$ cat config.mk
export PLATFORM = sky130hd
export DESIGN_NAME = ansi_escape_sequence_parser_flat
export DESIGN_NICKNAME = d
export VERILOG_FILES = /design/src/hw/rtl/aesp_pkg.sv /design/src/hw/rtl/aesp_byte_if.sv /design/src/hw/rtl/aesp_result_if.sv /design/src/hw/rtl/ansi_escape_sequence_parser.sv /design/src/hw/rtl/aesp_param_ram.sv /design/src/flat_wrapper.sv
export VERILOG_INCLUDE_DIRS = /design/src /design/src/hw/rtl
export SDC_FILE = /design/constraint.sdc
export NUM_CORES = 1
export LEC_CHECK = 0
export BUFFER_PORTS_ARGS = -buffer_cell sky130_fd_sc_hd__buf_4
export CAP_MARGIN = 25
export CORE_ASPECT_RATIO = 0.9
export CORE_MARGIN = 8
export CORE_UTILIZATION = 32
export CTS_CLUSTER_SIZE = 20
export DETAILED_ROUTE_END_ITERATION = 16
export SKIP_CTS_REPAIR_TIMING = 1
export SYNTH_ARGS = -nofsm -noshare
export SYNTH_HDL_FRONTEND = slang
export SYNTH_SLANG_ARGS = --single-unit
export TNS_END_PERCENT = 50
$ cat constraint.sdc
create_clock -name clk -period 20.2 [get_ports clk]
set_input_delay 0 -clock clk [delete_from_list [all_inputs] [get_ports clk]]
set_output_delay 0 -clock clk [all_outputs]
set_load 0.01 [all_outputs]
$ cat src/hw/rtl/ansi_escape_sequence_parser_assert.svh
// Assertion macros for the escape sequence parser.
`ifndef ANSI_ESCAPE_SEQUENCE_PARSER_ASSERT_SVH
`define ANSI_ESCAPE_SEQUENCE_PARSER_ASSERT_SVH

`ifndef ASSERT_OFF

// Antecedent implies consequent in the same cycle.
`define AESP_ASSERT_IMP(lbl, clk, rstn, ante, cons) \
    lbl: assert property (@(posedge clk) disable iff (!rstn) (ante) |-> (cons)) \
        else $error("aesp: same-cycle check failed");

// Antecedent implies consequent in the next cycle.
`define AESP_ASSERT_NEXT(lbl, clk, rstn, ante, cons) \
    lbl: assert property (@(posedge clk) disable iff (!rstn) (ante) |=> (cons)) \
        else $error("aesp: next-cycle check failed");

`else

`define AESP_ASSERT_IMP(lbl, clk, rstn, ante, cons)
`define AESP_ASSERT_NEXT(lbl, clk, rstn, ante, cons)

`endif

`endif

$ cat src/hw/rtl/aesp_pkg.sv
`default_nettype none

package aesp_pkg;

    typedef enum logic [3:0] {
        ST_GROUND,
        ST_ESC,
        ST_ESC_INT,
        ST_CSI_ENTRY,
        ST_CSI_PARAM,
        ST_CSI_INT,
        ST_CSI_IGNORE,
        ST_STRING,
        ST_STRING_ESC
    } parse_state_t;

    typedef enum logic [3:0] {
        ACT_NONE,
        ACT_PRINT,
        ACT_EXEC,
        ACT_ESC_DISP,
        ACT_CSI_DISP,
        ACT_CLEAR,
        ACT_PRIVATE,
        ACT_DIGIT,
        ACT_SEP,
        ACT_INTER
    } act_t;

    localparam logic [1:0] EV_PRINT = 2'd0;
    localparam logic [1:0] EV_EXEC  = 2'd1;
    localparam logic [1:0] EV_ESC   = 2'd2;
    localparam logic [1:0] EV_CSI   = 2'd3;

    localparam logic [7:0] C_BEL      = 8'h07;
    localparam logic [7:0] C_CAN      = 8'h18;
    localparam logic [7:0] C_SUB      = 8'h1A;
    localparam logic [7:0] C_ESC      = 8'h1B;
    localparam logic [7:0] C_C0_END   = 8'h20;
    localparam logic [7:0] C_INTER_HI = 8'h2F;
    localparam logic [7:0] C_DIGIT_0  = 8'h30;
    localparam logic [7:0] C_DIGIT_9  = 8'h39;
    localparam logic [7:0] C_COLON    = 8'h3A;
    localparam logic [7:0] C_SEMI     = 8'h3B;
    localparam logic [7:0] C_PRIV_LO  = 8'h3C;
    localparam logic [7:0] C_PRIV_HI  = 8'h3F;
    localparam logic [7:0] C_FINAL_LO = 8'h40;
    localparam logic [7:0] C_FINAL_HI = 8'h7E;
    localparam logic [7:0] C_DCS      = 8'h50;
    localparam logic [7:0] C_SOS      = 8'h58;
    localparam logic [7:0] C_CSI_OPEN = 8'h5B;
    localparam logic [7:0] C_BSLASH   = 8'h5C;
    localparam logic [7:0] C_OSC      = 8'h5D;
    localparam logic [7:0] C_PM       = 8'h5E;
    localparam logic [7:0] C_APC      = 8'h5F;

    localparam logic [13:0] PVAL_MAX   = 14'd16383;
    localparam logic [14:0] PVAL_EMPTY = 15'h7FFF;

endpackage

`default_nettype wire

$ cat src/hw/rtl/aesp_byte_if.sv
`default_nettype none

interface aesp_byte_if;
    logic       valid;
    logic       ready;
    logic [7:0] data_byte;

    modport source (output valid, output data_byte, input ready);
    modport sink   (input valid, input data_byte, output ready);
endinterface

`default_nettype wire

$ cat src/hw/rtl/aesp_result_if.sv
`default_nettype none

interface aesp_result_if;
    logic              valid;
    logic              ready;
    logic [1:0]        event_kind;
    logic [7:0]        code_byte;
    logic [7:0]        private_marker;
    logic [5:0]        intermediate_byte;
    logic [5:0]        param_count;
    logic [4:0]        param_index;
    logic signed [14:0] param_value;
    logic              param_is_sub;
    logic              last_of_run;

    modport source (
        output valid, output event_kind, output code_byte, output private_marker,
        output intermediate_byte, output param_count, output param_index,
        output param_value, output param_is_sub, output last_of_run,
        input ready
    );
    modport sink (
        input valid, input event_kind, input code_byte, input private_marker,
        input intermediate_byte, input param_count, input param_index,
        input param_value, input param_is_sub, input last_of_run,
        output ready
    );
endinterface

`default_nettype wire

$ cat src/hw/rtl/ansi_escape_sequence_parser.sv
// Channel   Dir  Interface        Word
// stream    in   aesp_byte_if     data_byte: one raw byte of terminal output
// results   out  aesp_result_if   one event, or one parameter of a CSI dispatch
//
// Cycles: one byte a cycle while the output register drains; a CSI final with
//   parameters holds the input while the parameter RAM is read out, one entry
//   a cycle while the output register drains.
// Reset: rst_n is asynchronous, active low; the parameter RAM needs no clearing
//   pass, as the fill count alone says which entries are live.
// Stalls: input waits during a parameter run or while the output word is held.
`default_nettype none

`include "ansi_escape_sequence_parser_assert.svh"

module ansi_escape_sequence_parser
    import aesp_pkg::*;
#(
    parameter int MAX_PARAMS = 32
) (
    input  wire logic      clk,
    input  wire logic      rst_n,
    aesp_byte_if.sink      stream,
    aesp_result_if.source  results
);

    localparam int IDX_W = (MAX_PARAMS > 1) ? $clog2(MAX_PARAMS) : 1;
    localparam int CNT_W = $clog2(MAX_PARAMS + 1);
    localparam logic [CNT_W-1:0] MAX_CNT = CNT_W'(MAX_PARAMS);

    // ------------------------------------------------------------------
    // Parser state and collected sequence fields
    // ------------------------------------------------------------------
    parse_state_t            parse_reg, parse_next, eff_state;
    act_t                    act;
    logic [CNT_W-1:0]        total_reg, total_next;
    logic                    digits_reg, digits_next;
    logic                    sep_reg, sep_next;
    logic [MAX_PARAMS-1:0]   mask_reg, mask_next;
    logic [5:0]              inter_reg, inter_next;
    logic [7:0]              priv_reg, priv_next;
    // Forwarded copy of the value last written by a digit, so digits can follow back to back
    logic [13:0]             cur_reg, cur_next;

    // Parameter run sequencer
    logic                    run_busy_reg;
    logic [CNT_W-1:0]        rd_idx_reg;
    logic                    rd_pend_reg;
    logic [IDX_W-1:0]        rd_pidx_reg;
    logic                    rd_plast_reg;
    logic [7:0]              final_reg;

    // Output register
    logic                    out_valid_reg;
    logic [1:0]              out_kind_reg;
    logic [7:0]              out_code_reg;
    logic [7:0]              out_priv_reg;
    logic [5:0]              out_inter_reg;
    logic [5:0]              out_count_reg;
    logic [4:0]              out_index_reg;
    logic [14:0]             out_value_reg;
    logic                    out_sub_reg;
    logic                    out_last_reg;

    logic [7:0]              c;
    logic                    accept;
    logic                    pre_clear;
    logic                    is_c0, is_inter, is_final, is_digit, is_priv, is_sep, is_str;

    assign c      = stream.data_byte;
    assign accept = stream.valid && stream.ready;

    // ESC inside a string followed by anything but backslash acts as a fresh ESC.
    assign pre_clear = (parse_reg == ST_STRING_ESC) && (c != C_BSLASH);
    assign eff_state = pre_clear ? ST_ESC : parse_reg;

    assign is_c0    = c < C_C0_END;
    assign is_inter = c <= C_INTER_HI;
    assign is_final = (c >= C_FINAL_LO) && (c <= C_FINAL_HI);
    assign is_digit = (c >= C_DIGIT_0) && (c <= C_DIGIT_9);
    assign is_priv  = (c >= C_PRIV_LO) && (c <= C_PRIV_HI);
    assign is_sep   = (c == C_SEMI) || (c == C_COLON);
    assign is_str   = (c == C_OSC) || (c == C_DCS) || (c == C_SOS) ||
                      (c == C_PM) || (c == C_APC);

    // ------------------------------------------------------------------
    // Next parse state
    // ------------------------------------------------------------------
    always_comb
    begin
        parse_next = parse_reg;
        if (parse_reg == ST_STRING)
        begin
            if (c == C_ESC)
            begin
                parse_next = ST_STRING_ESC;
            end
            else if ((c == C_BEL) || (c == C_CAN) || (c == C_SUB))
            begin
                parse_next = ST_GROUND;
            end
        end
        else if ((parse_reg == ST_STRING_ESC) && !pre_clear)
        begin
            parse_next = ST_GROUND;
        end
        else if (is_c0)
        begin
            if (c == C_ESC)
            begin
                parse_next = ST_ESC;
            end
            else if ((c == C_CAN) || (c == C_SUB))
            begin
                parse_next = ST_GROUND;
            end
            else
            begin
                parse_next = eff_state;
            end
        end
        else
        begin
            case (eff_state)
                ST_GROUND:
                begin
                    parse_next = ST_GROUND;
                end
                ST_ESC:
                begin
                    if (c == C_CSI_OPEN)
                    begin
                        parse_next = ST_CSI_ENTRY;
                    end
                    else if (is_str)
                    begin
                        parse_next = ST_STRING;
                    end
                    else if (is_inter)
                    begin
                        parse_next = ST_ESC_INT;
                    end
                    else
                    begin
                        parse_next = ST_GROUND;
                    end
                end
                ST_ESC_INT:
                begin
                    parse_next = is_inter ? ST_ESC_INT : ST_GROUND;
                end
                ST_CSI_ENTRY, ST_CSI_PARAM:
                begin
                    if ((eff_state == ST_CSI_ENTRY) && is_priv)
                    begin
                        parse_next = ST_CSI_PARAM;
                    end
                    else if (is_digit || is_sep)
                    begin
                        parse_next = ST_CSI_PARAM;
                    end
                    else if (is_inter)
                    begin
                        parse_next = ST_CSI_INT;
                    end
                    else if (is_final)
                    begin
                        parse_next = ST_GROUND;
                    end
                    else
                    begin
                        parse_next = ST_CSI_IGNORE;
                    end
                end
                ST_CSI_INT:
                begin
                    if (is_inter)
                    begin
                        parse_next = ST_CSI_INT;
                    end
                    else if (is_final)
                    begin
                        parse_next = ST_GROUND;
                    end
                    else
                    begin
                        parse_next = ST_CSI_IGNORE;
                    end
                end
                ST_CSI_IGNORE:
                begin
                    parse_next = is_final ? ST_GROUND : ST_CSI_IGNORE;
                end
                default:
                begin
                    // Unknown encodings fall back to ground silently.
                    parse_next = ST_GROUND;
                end
            endcase
        end
    end

    // ------------------------------------------------------------------
    // Action taken by this byte
    // ------------------------------------------------------------------
    always_comb
    begin
        act = ACT_NONE;
        if ((parse_reg == ST_STRING) || ((parse_reg == ST_STRING_ESC) && !pre_clear))
        begin
            act = ACT_NONE;
        end
        else if (is_c0)
        begin
            if (c == C_ESC)
            begin
                act = ACT_CLEAR;
            end
            else if ((c == C_CAN) || (c == C_SUB))
            begin
                act = ACT_NONE;
            end
            else
            begin
                act = ACT_EXEC;
            end
        end
        else
        begin
            case (eff_state)
                ST_GROUND:
                begin
                    act = ACT_PRINT;
                end
                ST_ESC:
                begin
                    if (c == C_CSI_OPEN)
                    begin
                        act = ACT_CLEAR;
                    end
                    else if (is_str)
                    begin
                        act = ACT_NONE;
                    end
                    else if (is_inter)
                    begin
                        act = ACT_INTER;
                    end
                    else
                    begin
                        act = ACT_ESC_DISP;
                    end
                end
                ST_ESC_INT:
                begin
                    act = is_inter ? ACT_INTER : ACT_ESC_DISP;
                end
                ST_CSI_ENTRY, ST_CSI_PARAM:
                begin
                    if ((eff_state == ST_CSI_ENTRY) && is_priv)
                    begin
                        act = ACT_PRIVATE;
                    end
                    else if (is_digit)
                    begin
                        act = ACT_DIGIT;
                    end
                    else if (is_sep)
                    begin
                        act = ACT_SEP;
                    end
                    else if (is_inter)
                    begin
                        act = ACT_INTER;
                    end
                    else if (is_final)
                    begin
                        act = ACT_CSI_DISP;
                    end
                    else
                    begin
                        act = ACT_NONE;
                    end
                end
                ST_CSI_INT:
                begin
                    if (is_inter)
                    begin
                        act = ACT_INTER;
                    end
                    else if (is_final)
                    begin
                        act = ACT_CSI_DISP;
                    end
                    else
                    begin
                        act = ACT_NONE;
                    end
                end
                default:
                begin
                    act = ACT_NONE;
                end
            endcase
        end
    end

    // ------------------------------------------------------------------
    // Collector: one RAM write at most per byte
    // ------------------------------------------------------------------
    logic [CNT_W-1:0]      base_total, tot_m1;
    logic                  base_digits, base_sep;
    logic [MAX_PARAMS-1:0] base_mask;
    logic [5:0]            base_inter;
    logic [7:0]            base_priv;
    logic [17:0]           acc_base, acc;
    logic [13:0]           acc_sat;
    logic                  col_we;
    logic [IDX_W-1:0]      col_waddr;
    logic [14:0]           col_wdata;

    // A string's ESC clears the collection before the byte is handled.
    assign base_total  = pre_clear ? '0 : total_reg;
    assign base_digits = pre_clear ? 1'b0 : digits_reg;
    assign base_sep    = pre_clear ? 1'b0 : sep_reg;
    assign base_mask   = pre_clear ? '0 : mask_reg;
    assign base_inter  = pre_clear ? '0 : inter_reg;
    assign base_priv   = pre_clear ? '0 : priv_reg;
    assign tot_m1      = base_total - CNT_W'(1);

    // v * 10 + d, starting from zero on a new parameter
    assign acc_base = base_digits ? {4'd0, cur_reg} : 18'd0;
    assign acc      = (acc_base << 3) + (acc_base << 1) + {14'd0, c[3:0]};
    assign acc_sat  = (acc > {4'd0, PVAL_MAX}) ? PVAL_MAX : acc[13:0];

    always_comb
    begin
        total_next  = base_total;
        digits_next = base_digits;
        sep_next    = base_sep;
        mask_next   = base_mask;
        inter_next  = base_inter;
        priv_next   = base_priv;
        cur_next    = cur_reg;
        col_we      = 1'b0;
        col_waddr   = base_total[IDX_W-1:0];
        col_wdata   = PVAL_EMPTY;
        case (act)
            ACT_CLEAR:
            begin
                total_next  = '0;
                digits_next = 1'b0;
                sep_next    = 1'b0;
                mask_next   = '0;
                inter_next  = '0;
                priv_next   = '0;
            end
            ACT_INTER:
            begin
                inter_next = c[5:0];
            end
            ACT_PRIVATE:
            begin
                priv_next = c;
            end
            ACT_DIGIT:
            begin
                if (base_digits)
                begin
                    // Extend the open parameter.
                    col_we    = 1'b1;
                    col_waddr = tot_m1[IDX_W-1:0];
                    col_wdata = {1'b0, acc_sat};
                    cur_next  = acc_sat;
                end
                else if (base_total < MAX_CNT)
                begin
                    // Open a new parameter; drop digits once the store is full.
                    col_we      = 1'b1;
                    col_wdata   = {1'b0, acc_sat};
                    cur_next    = acc_sat;
                    total_next  = base_total + CNT_W'(1);
                    digits_next = 1'b1;
                    sep_next    = 1'b0;
                end
            end
            ACT_SEP:
            begin
                if (!base_digits && (base_total < MAX_CNT))
                begin
                    col_we     = 1'b1;
                    total_next = base_total + CNT_W'(1);
                end
                digits_next = 1'b0;
                sep_next    = 1'b1;
                if ((c == C_COLON) && (total_next < MAX_CNT))
                begin
                    mask_next[total_next[IDX_W-1:0]] = 1'b1;
                end
            end
            ACT_CSI_DISP:
            begin
                // A trailing separator leaves one empty parameter behind it.
                if (base_sep && (base_total < MAX_CNT))
                begin
                    col_we     = 1'b1;
                    total_next = base_total + CNT_W'(1);
                end
                digits_next = 1'b0;
                sep_next    = 1'b0;
            end
            default:
            begin
            end
        endcase
    end

    // ------------------------------------------------------------------
    // Direct events: everything but a CSI dispatch with parameters
    // ------------------------------------------------------------------
    logic       dir_valid;
    logic [1:0] dir_kind;
    logic [7:0] dir_priv;
    logic [5:0] dir_inter;
    logic [14:0] dir_value;
    logic       start_run;

    always_comb
    begin
        dir_valid = 1'b0;
        dir_kind  = EV_PRINT;
        dir_priv  = '0;
        dir_inter = '0;
        dir_value = '0;
        case (act)
            ACT_PRINT:
            begin
                dir_valid = 1'b1;
                dir_kind  = EV_PRINT;
            end
            ACT_EXEC:
            begin
                dir_valid = 1'b1;
                dir_kind  = EV_EXEC;
            end
            ACT_ESC_DISP:
            begin
                dir_valid = 1'b1;
                dir_kind  = EV_ESC;
                dir_inter = base_inter;
            end
            ACT_CSI_DISP:
            begin
                dir_valid = (total_next == '0);
                dir_kind  = EV_CSI;
                dir_priv  = base_priv;
                dir_inter = base_inter;
                dir_value = PVAL_EMPTY;
            end
            default:
            begin
            end
        endcase
    end

    assign start_run = accept && (act == ACT_CSI_DISP) && (total_next != '0);

    // ------------------------------------------------------------------
    // Parameter RAM and readout
    // ------------------------------------------------------------------
    logic        load_ram, rd_issue, dir_load;
    logic [14:0] ram_rdata;

    assign load_ram = rd_pend_reg && (!out_valid_reg || results.ready);
    assign rd_issue = run_busy_reg && (rd_idx_reg < total_reg) && (!rd_pend_reg || load_ram);
    assign dir_load = accept && dir_valid;

    aesp_param_ram #(
        .DEPTH (MAX_PARAMS),
        .AW    (IDX_W),
        .DW    (15)
    ) u_param_ram (
        .clk   (clk),
        .we    (accept && col_we),
        .waddr (col_waddr),
        .wdata (col_wdata),
        .re    (rd_issue),
        .raddr (rd_idx_reg[IDX_W-1:0]),
        .rdata (ram_rdata)
    );

    assign stream.ready = !run_busy_reg && (!out_valid_reg || results.ready);

    // Control state
    always_ff @(posedge clk or negedge rst_n)
    begin
        if (!rst_n)
        begin
            parse_reg     <= ST_GROUND;
            total_reg     <= '0;
            digits_reg    <= 1'b0;
            sep_reg       <= 1'b0;
            mask_reg      <= '0;
            inter_reg     <= '0;
            priv_reg      <= '0;
            run_busy_reg  <= 1'b0;
            rd_idx_reg    <= '0;
            rd_pend_reg   <= 1'b0;
            out_valid_reg <= 1'b0;
        end
        else
        begin
            if (accept)
            begin
                parse_reg  <= parse_next;
                total_reg  <= total_next;
                digits_reg <= digits_next;
                sep_reg    <= sep_next;
                mask_reg   <= mask_next;
                inter_reg  <= inter_next;
                priv_reg   <= priv_next;
            end

            if (start_run)
            begin
                run_busy_reg <= 1'b1;
                rd_idx_reg   <= '0;
            end
            else
            begin
                if (rd_issue)
                begin
                    rd_idx_reg <= rd_idx_reg + CNT_W'(1);
                end
                if (load_ram && rd_plast_reg)
                begin
                    run_busy_reg <= 1'b0;
                end
            end

            if (rd_issue)
            begin
                rd_pend_reg <= 1'b1;
            end
            else if (load_ram)
            begin
                rd_pend_reg <= 1'b0;
            end

            if (dir_load || load_ram)
            begin
                out_valid_reg <= 1'b1;
            end
            else if (results.ready)
            begin
                out_valid_reg <= 1'b0;
            end
        end
    end

    // Payload
    always_ff @(posedge clk)
    begin
        if (accept)
        begin
            cur_reg <= cur_next;
        end
        if (start_run)
        begin
            final_reg <= c;
        end
        if (rd_issue)
        begin
            rd_pidx_reg  <= rd_idx_reg[IDX_W-1:0];
            rd_plast_reg <= ((rd_idx_reg + CNT_W'(1)) == total_reg);
        end
        if (dir_load)
        begin
            out_kind_reg  <= dir_kind;
            out_code_reg  <= c;
            out_priv_reg  <= dir_priv;
            out_inter_reg <= dir_inter;
            out_count_reg <= '0;
            out_index_reg <= '0;
            out_value_reg <= dir_value;
            out_sub_reg   <= 1'b0;
            out_last_reg  <= 1'b1;
        end
        else if (load_ram)
        begin
            out_kind_reg  <= EV_CSI;
            out_code_reg  <= final_reg;
            out_priv_reg  <= priv_reg;
            out_inter_reg <= inter_reg;
            out_count_reg <= 6'(total_reg);
            out_index_reg <= 5'(rd_pidx_reg);
            out_value_reg <= ram_rdata;
            out_sub_reg   <= mask_reg[rd_pidx_reg];
            out_last_reg  <= rd_plast_reg;
        end
    end

    assign results.valid             = out_valid_reg;
    assign results.event_kind        = out_kind_reg;
    assign results.code_byte         = out_code_reg;
    assign results.private_marker    = out_priv_reg;
    assign results.intermediate_byte = out_inter_reg;
    assign results.param_count       = out_count_reg;
    assign results.param_index       = out_index_reg;
    assign results.param_value       = $signed(out_value_reg);
    assign results.param_is_sub      = out_sub_reg;
    assign results.last_of_run       = out_last_reg;

    // ------------------------------------------------------------------
    // Checks
    // ------------------------------------------------------------------
    `AESP_ASSERT_IMP(a_run_in_ground, clk, rst_n, run_busy_reg, parse_reg == ST_GROUND)
    `AESP_ASSERT_IMP(a_pend_in_run, clk, rst_n, rd_pend_reg, run_busy_reg)
    `AESP_ASSERT_NEXT(a_last_ends_run, clk, rst_n, load_ram && rd_plast_reg, !run_busy_reg)
    `AESP_ASSERT_IMP(a_digits_need_entry, clk, rst_n, digits_reg, total_reg != '0)
    `AESP_ASSERT_IMP(a_mid_run_busy, clk, rst_n,
                     results.valid && (results.event_kind == EV_CSI) && !results.last_of_run,
                     run_busy_reg)

endmodule

`default_nettype wire

$ cat src/hw/rtl/aesp_param_ram.sv
`default_nettype none

module aesp_param_ram #(
    parameter int DEPTH = 32,
    parameter int AW    = 5,
    parameter int DW    = 15
) (
    input  wire logic          clk,
    input  wire logic          we,
    input  wire logic [AW-1:0] waddr,
    input  wire logic [DW-1:0] wdata,
    input  wire logic          re,
    input  wire logic [AW-1:0] raddr,
    output logic      [DW-1:0] rdata
);

    logic [DW-1:0] mem [DEPTH];

    // Hold read data until the next read.
    always_ff @(posedge clk)
    begin
        if (we)
        begin
            mem[waddr] <= wdata;
        end
        if (re)
        begin
            rdata <= mem[raddr];
        end
    end

endmodule

`default_nettype wire

$ cat src/flat_wrapper.sv
// flat-port wrapper written by rule: the top's interface ports become plain ports
module ansi_escape_sequence_parser_flat import aesp_pkg::*;
#(
    parameter int MAX_PARAMS = 32
)
  (clk, rst_n, stream_valid, stream_data_byte, stream_ready, results_valid, results_event_kind, results_code_byte, results_private_marker, results_intermediate_byte, results_param_count, results_param_index, results_param_value, results_param_is_sub, results_last_of_run, results_ready);
  aesp_byte_if stream_i ();
  aesp_result_if results_i ();
  input  wire logic clk;
  input  wire logic rst_n;
  input wire logic [$bits(stream_i.valid)-1:0] stream_valid;
  input wire logic [$bits(stream_i.data_byte)-1:0] stream_data_byte;
  output wire logic [$bits(stream_i.ready)-1:0] stream_ready;
  output wire logic [$bits(results_i.valid)-1:0] results_valid;
  output wire logic [$bits(results_i.event_kind)-1:0] results_event_kind;
  output wire logic [$bits(results_i.code_byte)-1:0] results_code_byte;
  output wire logic [$bits(results_i.private_marker)-1:0] results_private_marker;
  output wire logic [$bits(results_i.intermediate_byte)-1:0] results_intermediate_byte;
  output wire logic [$bits(results_i.param_count)-1:0] results_param_count;
  output wire logic [$bits(results_i.param_index)-1:0] results_param_index;
  output wire logic [$bits(results_i.param_value)-1:0] results_param_value;
  output wire logic [$bits(results_i.param_is_sub)-1:0] results_param_is_sub;
  output wire logic [$bits(results_i.last_of_run)-1:0] results_last_of_run;
  input wire logic [$bits(results_i.ready)-1:0] results_ready;
  assign stream_i.valid = stream_valid;
  assign stream_i.data_byte = stream_data_byte;
  assign stream_ready = stream_i.ready;
  assign results_valid = results_i.valid;
  assign results_event_kind = results_i.event_kind;
  assign results_code_byte = results_i.code_byte;
  assign results_private_marker = results_i.private_marker;
  assign results_intermediate_byte = results_i.intermediate_byte;
  assign results_param_count = results_i.param_count;
  assign results_param_index = results_i.param_index;
  assign results_param_value = results_i.param_value;
  assign results_param_is_sub = results_i.param_is_sub;
  assign results_last_of_run = results_i.last_of_run;
  assign results_i.ready = results_ready;
  ansi_escape_sequence_parser #(.MAX_PARAMS(MAX_PARAMS)) u_core (.clk(clk), .rst_n(rst_n), .stream(stream_i), .results(results_i));
endmodule
==> results of run 1 <==
final timing paths:
| check | start | endpoint | slack (ns) | cells after the start |
|---|---|---|---|---|
| max | u_core.parse_reg[0] | u_core.u_param_ram.mem[5][10] | 14.42 | 17 |
| min | rst_n | u_core.inter_reg[1] | 0.04 | 2 |
| max reg2reg | u_core.parse_reg[0] | u_core.u_param_ram.mem[5][10] | 14.42 | 17 |
| min reg2reg | u_core.priv_reg[5] | u_core.priv_reg[5] | 0.47 | 2 |
| max in group asynchronous | rst_n | u_core.rd_idx_reg[0] | 19.41 | 2 |
| min in group clk | stream_valid | u_core.total_reg[0] | 0.08 | 4 |
kinds of logic (layout without fill, tap and decap cells):
kind of cell               Yosys count  count (layout)  share of synthesized area
buffers and inverters              126             279                     0.0185
DFF                                642             642                      0.677
adders and majority gates           39              39                     0.0181
xor gates and xnor gates            31              31                    0.00977
muxes                              184             184                      0.139
and+or+nand+nor                    420             420                     0.0785
AOI/OAI and AO/OA                  245             245                     0.0589
worst reg2reg max path: cells and delay by family (launching register included):
kind                     cells  cell delay (ns)
AO/OA/AOI/OAI               10             2.27
adder cells (fa/ha/maj)      2             1.01
buffers and inverters        3             0.91
flip-flops                   1             0.58
AND/OR/NAND/NOR              2             0.76
per-layer routing:
| layer | GRT usage | vias up | share of wire |
|---|---|---|---|
| met1 | 0.193 | 8437 | 0.42 |
| met2 | 0.247 | 687 | 0.49 |
| met4 | 0.0370 | 0 | 0.021 |
| met5 | 0 | - | 0 |
| met3 | 0.0313 | 117 | 0.072 |
| li1 | - | 6913 | - |
per-stage QoR:
stage / total power (µW) / hold WS [ns] / area [µm²] / setup slack (ns) / utilization
5_1_grt: 3230 / 0.0949 / 32300 / 13.98 / 0.376
2_1_floorplan: 1780 / -0.296 / 27800 / 13.75 / -
6_report: 3120 / 0.0436 / 32300 / 14.42 / 0.376
4_1_cts: 3140 / -0.453 / 32000 / 14.02 / 0.372
3_3_place_gp: 1890 / 0.180 / 29700 / 14.26 / 0.346
3_5_place_dp: 1890 / 0.190 / 29800 / 14.07 / 0.346
power groups by stage:
stage	sequential, µW	clock, µW	combinational [µW]
6_report	1490	1260	373
5_1_grt	1490	1330	404
4_1_cts	1510	1280	348
3_5_place_dp	1540	0	347
3_3_place_gp	1540	0	345
2_1_floorplan	1490	0	292
area by class of cell:
cell class	count	area [µm²]
clock buffers	81	1760
clock inverters	41	502
fillers	7877	53700
inverters	18	67.6
multi-input cells	919	8560
flip-flops and latches	642	18800
well taps	1144	1430
repair buffers	139	1200
cell usage in the layout, fill, tap and decap left out, drive strengths merged, types with 23 or more instances in the layout:
cell    Yosys  final
edfxtp    562    562
mux4      160    160
nand2     145    145
buf        35    129
nor2       89     89
o21ai      87     87
clkbuf     73     81
dfrtp      67     67
a21oi      40     40
ha         37     37
and2       31     31
nor3       27     27
clkinv      0     26
and3       25     25
nand3      24     24
inv        18     23
==> impl_metrics.csv, run 1 <==
group,metric,value,unit
yosys,ys_ff_latch,642,
sta,finalHoldViolCount,0,
global_routing,grt_pass1_wl,107,mm
detailed_routing,wire_per_inst,24.2,µm
layout,area.growth.synth_to_final,16.4,%
layout,largest_reg_flops,480,
clock_tree,cts_max_level,3,
worst_setup_path,critPathKind,"reg -> reg",
flow_run,max_cap_violations,0,
pwr,p_per_area,96.6,nW/µm²
floorplan,die_area,96500,µm²
yosys,ys_warn_count,0,
global_routing,grt.total_usage,0.147,
worst_setup_path,slowest_delay,0.58,ns
floorplan,core_area,86000,µm²
pwr,comb_power_share,0.120,
clock_tree,cts_buffer_depth,3,
clock_tree,cts_tree,"done",
global_routing,antenna_found_initial,0,
clock_tree,cts_sinks,642,
clock_tree,root_buffer,"clkbuf_16",
pwr,total_leakage_power,0.0123,µW
yosys,synthesis.area,27800,µm²
global_routing,grt_start_max_net_pins,95,
layout,nets,1838,
yosys,synth_cells,1687,
detailed_routing,vias,16200,
detailed_routing,drt_wl_total,72.3,mm
worst_setup_path,critical_path_arrival,6.13,ns
sta,fmax,0.173,GHz
worst_setup_path,worstSetupEndpointType,"flop",
yosys,synth_common_cells,"edfxtp_1 (562), mux4_2 (160), nand2_1 (134), nor2_1 (89), o21ai_0 (80)",
floorplan,num_rows,102,
layout,finalNonFillerCells,2984,
global_routing,gr-total-overflow,0,
detailed_routing,firstDrtPassIters,7,
pwr,p_seq_frac,0.476,
worst_setup_path,crit_path_start_kind,"flop",
clock_tree,clk_pin_slew,0.06,ns
yosys,syn_nets,1738,
worst_setup_path,crit_required,20.55,ns
yosys,yosys-top-cells-area,"edfxtp_1 (61%), mux4_2 (13%), dfrtp_1 (6.0%)",
layout,drive_gt1_frac,0.256,
pwr,pwr-share-clk,0.405,
floorplan,initial_core_util,0.323,
yosys,async_flop_share,0.104,
hold_path,hold_class,"in -> async",
global_routing,grt_pass1_vias,16100,
sta,fin_crit_sh,0.286,
sta,worst_slew_pin_slew,1.00,ns
yosys,syn_area_per_cell,16.5,µm²
worst_setup_path,crit_family,"compound AO/OA/AOI/OAI gates",
sta,slew_viol_final,0,
yosys,yosysMostFrequentCell,"edfxtp_1",
pwr,p_int,2360,µW
yosys,yosysTopAreaCell,"edfxtp_1",
sta,finalCriticalPeriod,5.78,ns
yosys,synth_cell_types,86,
place,portBuffers,65,
worst_setup_path,cp_cell_sequence,"nor4b_2 > o21ai_2 > buf_4 > and3_1 > fa_1 > fa_1 > a21o_1 > a21oi_1 > o21bai_1 > a21oi_1 > o21ai_1 > a211oi_1 > o22ai_1 > o31ai_4 > buf_4 > o2111ai_2 > buf_8",
sta,setup_viol,0,
layout,diodes,0,
sta,setup_tns,0,ns
sta,slew_headroom,0.331,
detailed_routing,route.detailed.drc,0,
detailed_routing,vias_per_cell,5.41,
yosys,synth_edf_count,562,
sta,rsz0062_at_grt,"no",
floorplan,dieWidth,327,µm
place,place_hpwl,42.0,mm
place,placedCellCount,2838,
pwr,ir_drop,0.0000864,V
worst_setup_path,slowest_stage,"dfrtp_1",
detailed_routing,antenna_left,0,
yosys,yosysSeqAreaShare,0.677,
pwr,switchingPower,768,µW
floorplan,die_h,296,µm
place,gp_congestion,0.903,
clock_tree,insertion_delay,0.61,ns
clock_tree,cts_buffers,67,
yosys,ys.flop_type,"edfxtp_1",
yosys,synthDominantCellAreaShare,0.607,
sta,skew,0.0161,ns
floorplan,pin_count,66,
status,outcome,"finished clean",
detailed_routing,drt_iter0_drc,1698,
pwr,swShare,0.246,
worst_setup_path,crit_buf_inv,3,
worst_setup_path,worstPathMaxFanout,34,
No activity file was read; power rests on OpenSTA's default activity.
==> run 2, diff against run 1 <==
Settings changed: ABC_AREA set to 1.
Clock period 20.2 ns to 5.8 ns, I/O delays scaled along.
==> run 2 against run 1 <==
  * Hold slack got worse by 0.030 ns
  * Clock power grew to 3.3 times the previous value
  * Combinational power rose to 14 times the previous value
  * Register-to-register slack got worse by 14 ns
  * Sequential power increased to 3.9 times the previous value
  * Utilization down 0.49 points
  * Die area increased by 1.1%
  * Routed wire length increased by 10%
  * First-iteration DRC count up 19%
  * Clock skew up 0.019 ns
  * Critical path depth grew 7
  * Critical path type unchanged
  * Largest cell class unchanged
==> impl_metrics.csv, run 2 <==
group,metric,value,unit
status,outcome,"finished clean",
yosys,synthesis.area,28100,µm²
yosys,synth_cells,2562,
global_routing,grt_pass1_wl,120,mm
layout,diodes,0,
sta,finalCriticalPeriod,5.11,ns
global_routing,grt_start_max_net_pins,169,
worst_setup_path,ff2ff_setup_slack,0.69,ns
sta,fmax,0.196,GHz
global_routing,grt.total_usage,0.158,
floorplan,initial_core_util,0.322,
clock_tree,insertion_delay,0.61,ns
yosys,yosysSeqAreaShare,0.670,
detailed_routing,wire_per_inst,20.7,µm
sta,rsz0062_at_grt,"no",
layout,largest_reg_flops,480,
worst_setup_path,critPathKind,"reg -> reg",
detailed_routing,drt_wl_total,79.9,mm
place,portBuffers,65,
pwr,pwr-share-clk,0.273,
clock_tree,root_buffer,"clkbuf_16",
floorplan,pin_count,66,
sta,worst_slew_pin_slew,0.986,ns
pwr,swShare,0.372,
worst_setup_path,endpoint,"u_core.u_param_ram.mem[25][4]",
clock_tree,cts_buffers,69,
clock_tree,cts_sinks,642,
detailed_routing,firstDrtPassIters,5,
pwr,total_power,15200,µW
yosys,synth_edf_count,562,
place,dpl_cell_area,30200,µm²
detailed_routing,route.detailed.drc,0,
place,gp_congestion,0.837,
yosys,ys.flop_type,"edfxtp_1",
yosys,ys_warn_count,0,
worst_setup_path,worst-r2r-cell-count,24,
detailed_routing,vias,20100,
yosys,ys_ff_latch,642,
yosys,async_flop_share,0.104,
pwr,switchingPower,5660,µW
floorplan,num_rows,103,
yosys,yosysMostFrequentCell,"edfxtp_1",
layout,area.growth.synth_to_final,15.4,%
sta,slew_headroom,0.343,
floorplan,die_area,97500,µm²
floorplan,core_area,87400,µm²
sta,fin_crit_sh,0.881,
layout,fin_area,32400,µm²
global_routing,grt_pass1_vias,19000,
sta,slew_viol_final,0,
pwr,p_seq_frac,0.382,
detailed_routing,antenna_left,0,
sta,finalHoldViolCount,0,
sta,fin_hold_ws,0.0134,ns
layout,final_common_cell,"edfxtp_1",
clock_tree,cts_max_level,3,
sta,setup_tns,0,ns
detailed_routing,drt_iter0_drc,2029,
layout,register_area,18800,µm²
worst_setup_path,worstPathMaxFanout,32,
layout,drive_gt1_frac,0.116,
pwr,p_int,9550,µW
clock_tree,cts_buffer_depth,3,
floorplan,die_h,297,µm
worst_setup_path,worstReg2RegEnd,"u_core.u_param_ram.mem[25][4]",
yosys,synth_cell_types,58,
pwr,p_per_area,469,nW/µm²
yosys,yosysTopAreaCell,"edfxtp_1",
worst_setup_path,crit_path_start_kind,"flop",
global_routing,antenna_found_initial,1,
pwr,comb_power_share,0.345,
worst_setup_path,startpoint,"u_core.parse_reg[1]",
yosys,syn_area_per_cell,11.0,µm²
floorplan,dieWidth,328,µm
flow_run,max_cap_violations,0,
layout,fin_util,0.371,
clock_tree,cts_tree,"done",
layout,most-common-layout-cells,"edfxtp_1 (562), nor2_1 (462), o21ai_0 (398)",
yosys,yosys-top-cells-area,"edfxtp_1 (60%), o21ai_0 (7.1%), nor2_1 (6.2%)",
yosys,synth_common_cells,"edfxtp_1 (562), nor2_1 (462), o21ai_0 (398), nand2_1 (266), o22ai_1 (153)",
worst_setup_path,critical_path_arrival,5.37,ns
place,place_hpwl,46.8,mm
hold_path,hold_class,"in -> reg",
clock_tree,clk_pin_slew,0.07,ns
pwr,total_leakage_power,0.0120,µW
sta,setup_viol,0,
global_routing,gr-total-overflow,0,
layout,multi_input_area,8160,µm²
sta,skew,0.0356,ns
worst_setup_path,worstSetupEndpointType,"flop",
layout,nets,2703,
pwr,ir_drop,0.000356,V
yosys,synthDominantCellAreaShare,0.601,
detailed_routing,vias_per_cell,5.22,
worst_setup_path,crit_required,6.06,ns
layout,fillers,8480,
yosys,syn_nets,2613,
worst_setup_path,worstReg2RegStart,"u_core.parse_reg[1]",
==> run 2: how the worst min path moves through the flow <==
stage,start,endpoint,cells after the start
after global routing,stream_valid,u_core.inter_reg[5],4
final,stream_valid,u_core.inter_reg[5],4
after floorplan,rst_n,u_core.digits_reg,0
after global placement,rst_n,u_core.mask_reg[23],1
after detailed placement,rst_n,u_core.priv_reg[3],1
after CTS,rst_n,u_core.inter_reg[5],1
==> run 2: layer usage <==
layer	global-route usage	vias to the layer above	part of all wire	wire, µm
met5	0	-	0.00016	13
met4	0.0430	2	0.023	1870
met3	0.0278	124	0.075	5970
met2	0.253	780	0.46	36900
met1	0.221	9865	0.44	35100
li1	-	9349	-	-
==> run 2: cells by family after synthesis <==
family,after synthesis,share of synthesized area
buf+inv,291,0.0404
flops,642,0.670
xor+xnor,20,0.00624
simple gates,879,0.129
fa+ha+maj,39,0.0179
compound gates,691,0.136
==> run 2: per-stage QoR <==
step	setup slack (ns)	instances
floorplan	0.684	2562
global placement	0.839	3724
detailed placement	0.761	3726
CTS	0.700	3845
global route	0.183	3855
finish	0.692	3855
==> run 2: cell type report <==
type | instances | share of cell area
flip-flops and latches | 642 | 0.580
multi-input cells | 1629 | 0.252
clock buffers | 84 | 0.0563
well taps | 1155 | 0.0446
repair buffers | 158 | 0.0400
inverters | 152 | 0.0179
clock inverters | 35 | 0.00922
==> run 2: power groups by stage <==
| stage | clock network, µW | logic, µW | registers (µW) |
|---|---|---|---|
| after floorplan | 0 | 3420 | 5890 |
| after global placement | 0 | 5190 | 5890 |
| after detailed placement | 0 | 5220 | 5900 |
| after CTS | 4230 | 5240 | 5800 |
| after global routing | 4410 | 5810 | 5840 |
| final | 4150 | 5250 | 5800 |
==> run 2: worst max-delay path: stages, from the launching register on <==
cell and delay [ns]:
dfrtp_1 0.44, inv_2 0.11, nand2_1 0.08, nor2_1 0.07, nand2_4 0.08, inv_2 0.04
nor2_2 0.27, inv_2 0.23, nor2_1 0.25, fa_1 0.50, fa_1 0.46, nand2_1 0.07
inv_1 0.06, nor2_1 0.11, o21bai_2 0.10, nand2_1 0.07, o211ai_1 0.12, a21boi_1 0.22
o21ai_0 0.16, a21oi_1 0.19, nor2_1 0.06, o21ai_1 0.09, a211oi_2 0.09, o21ai_0 0.10
or2_1 0.78
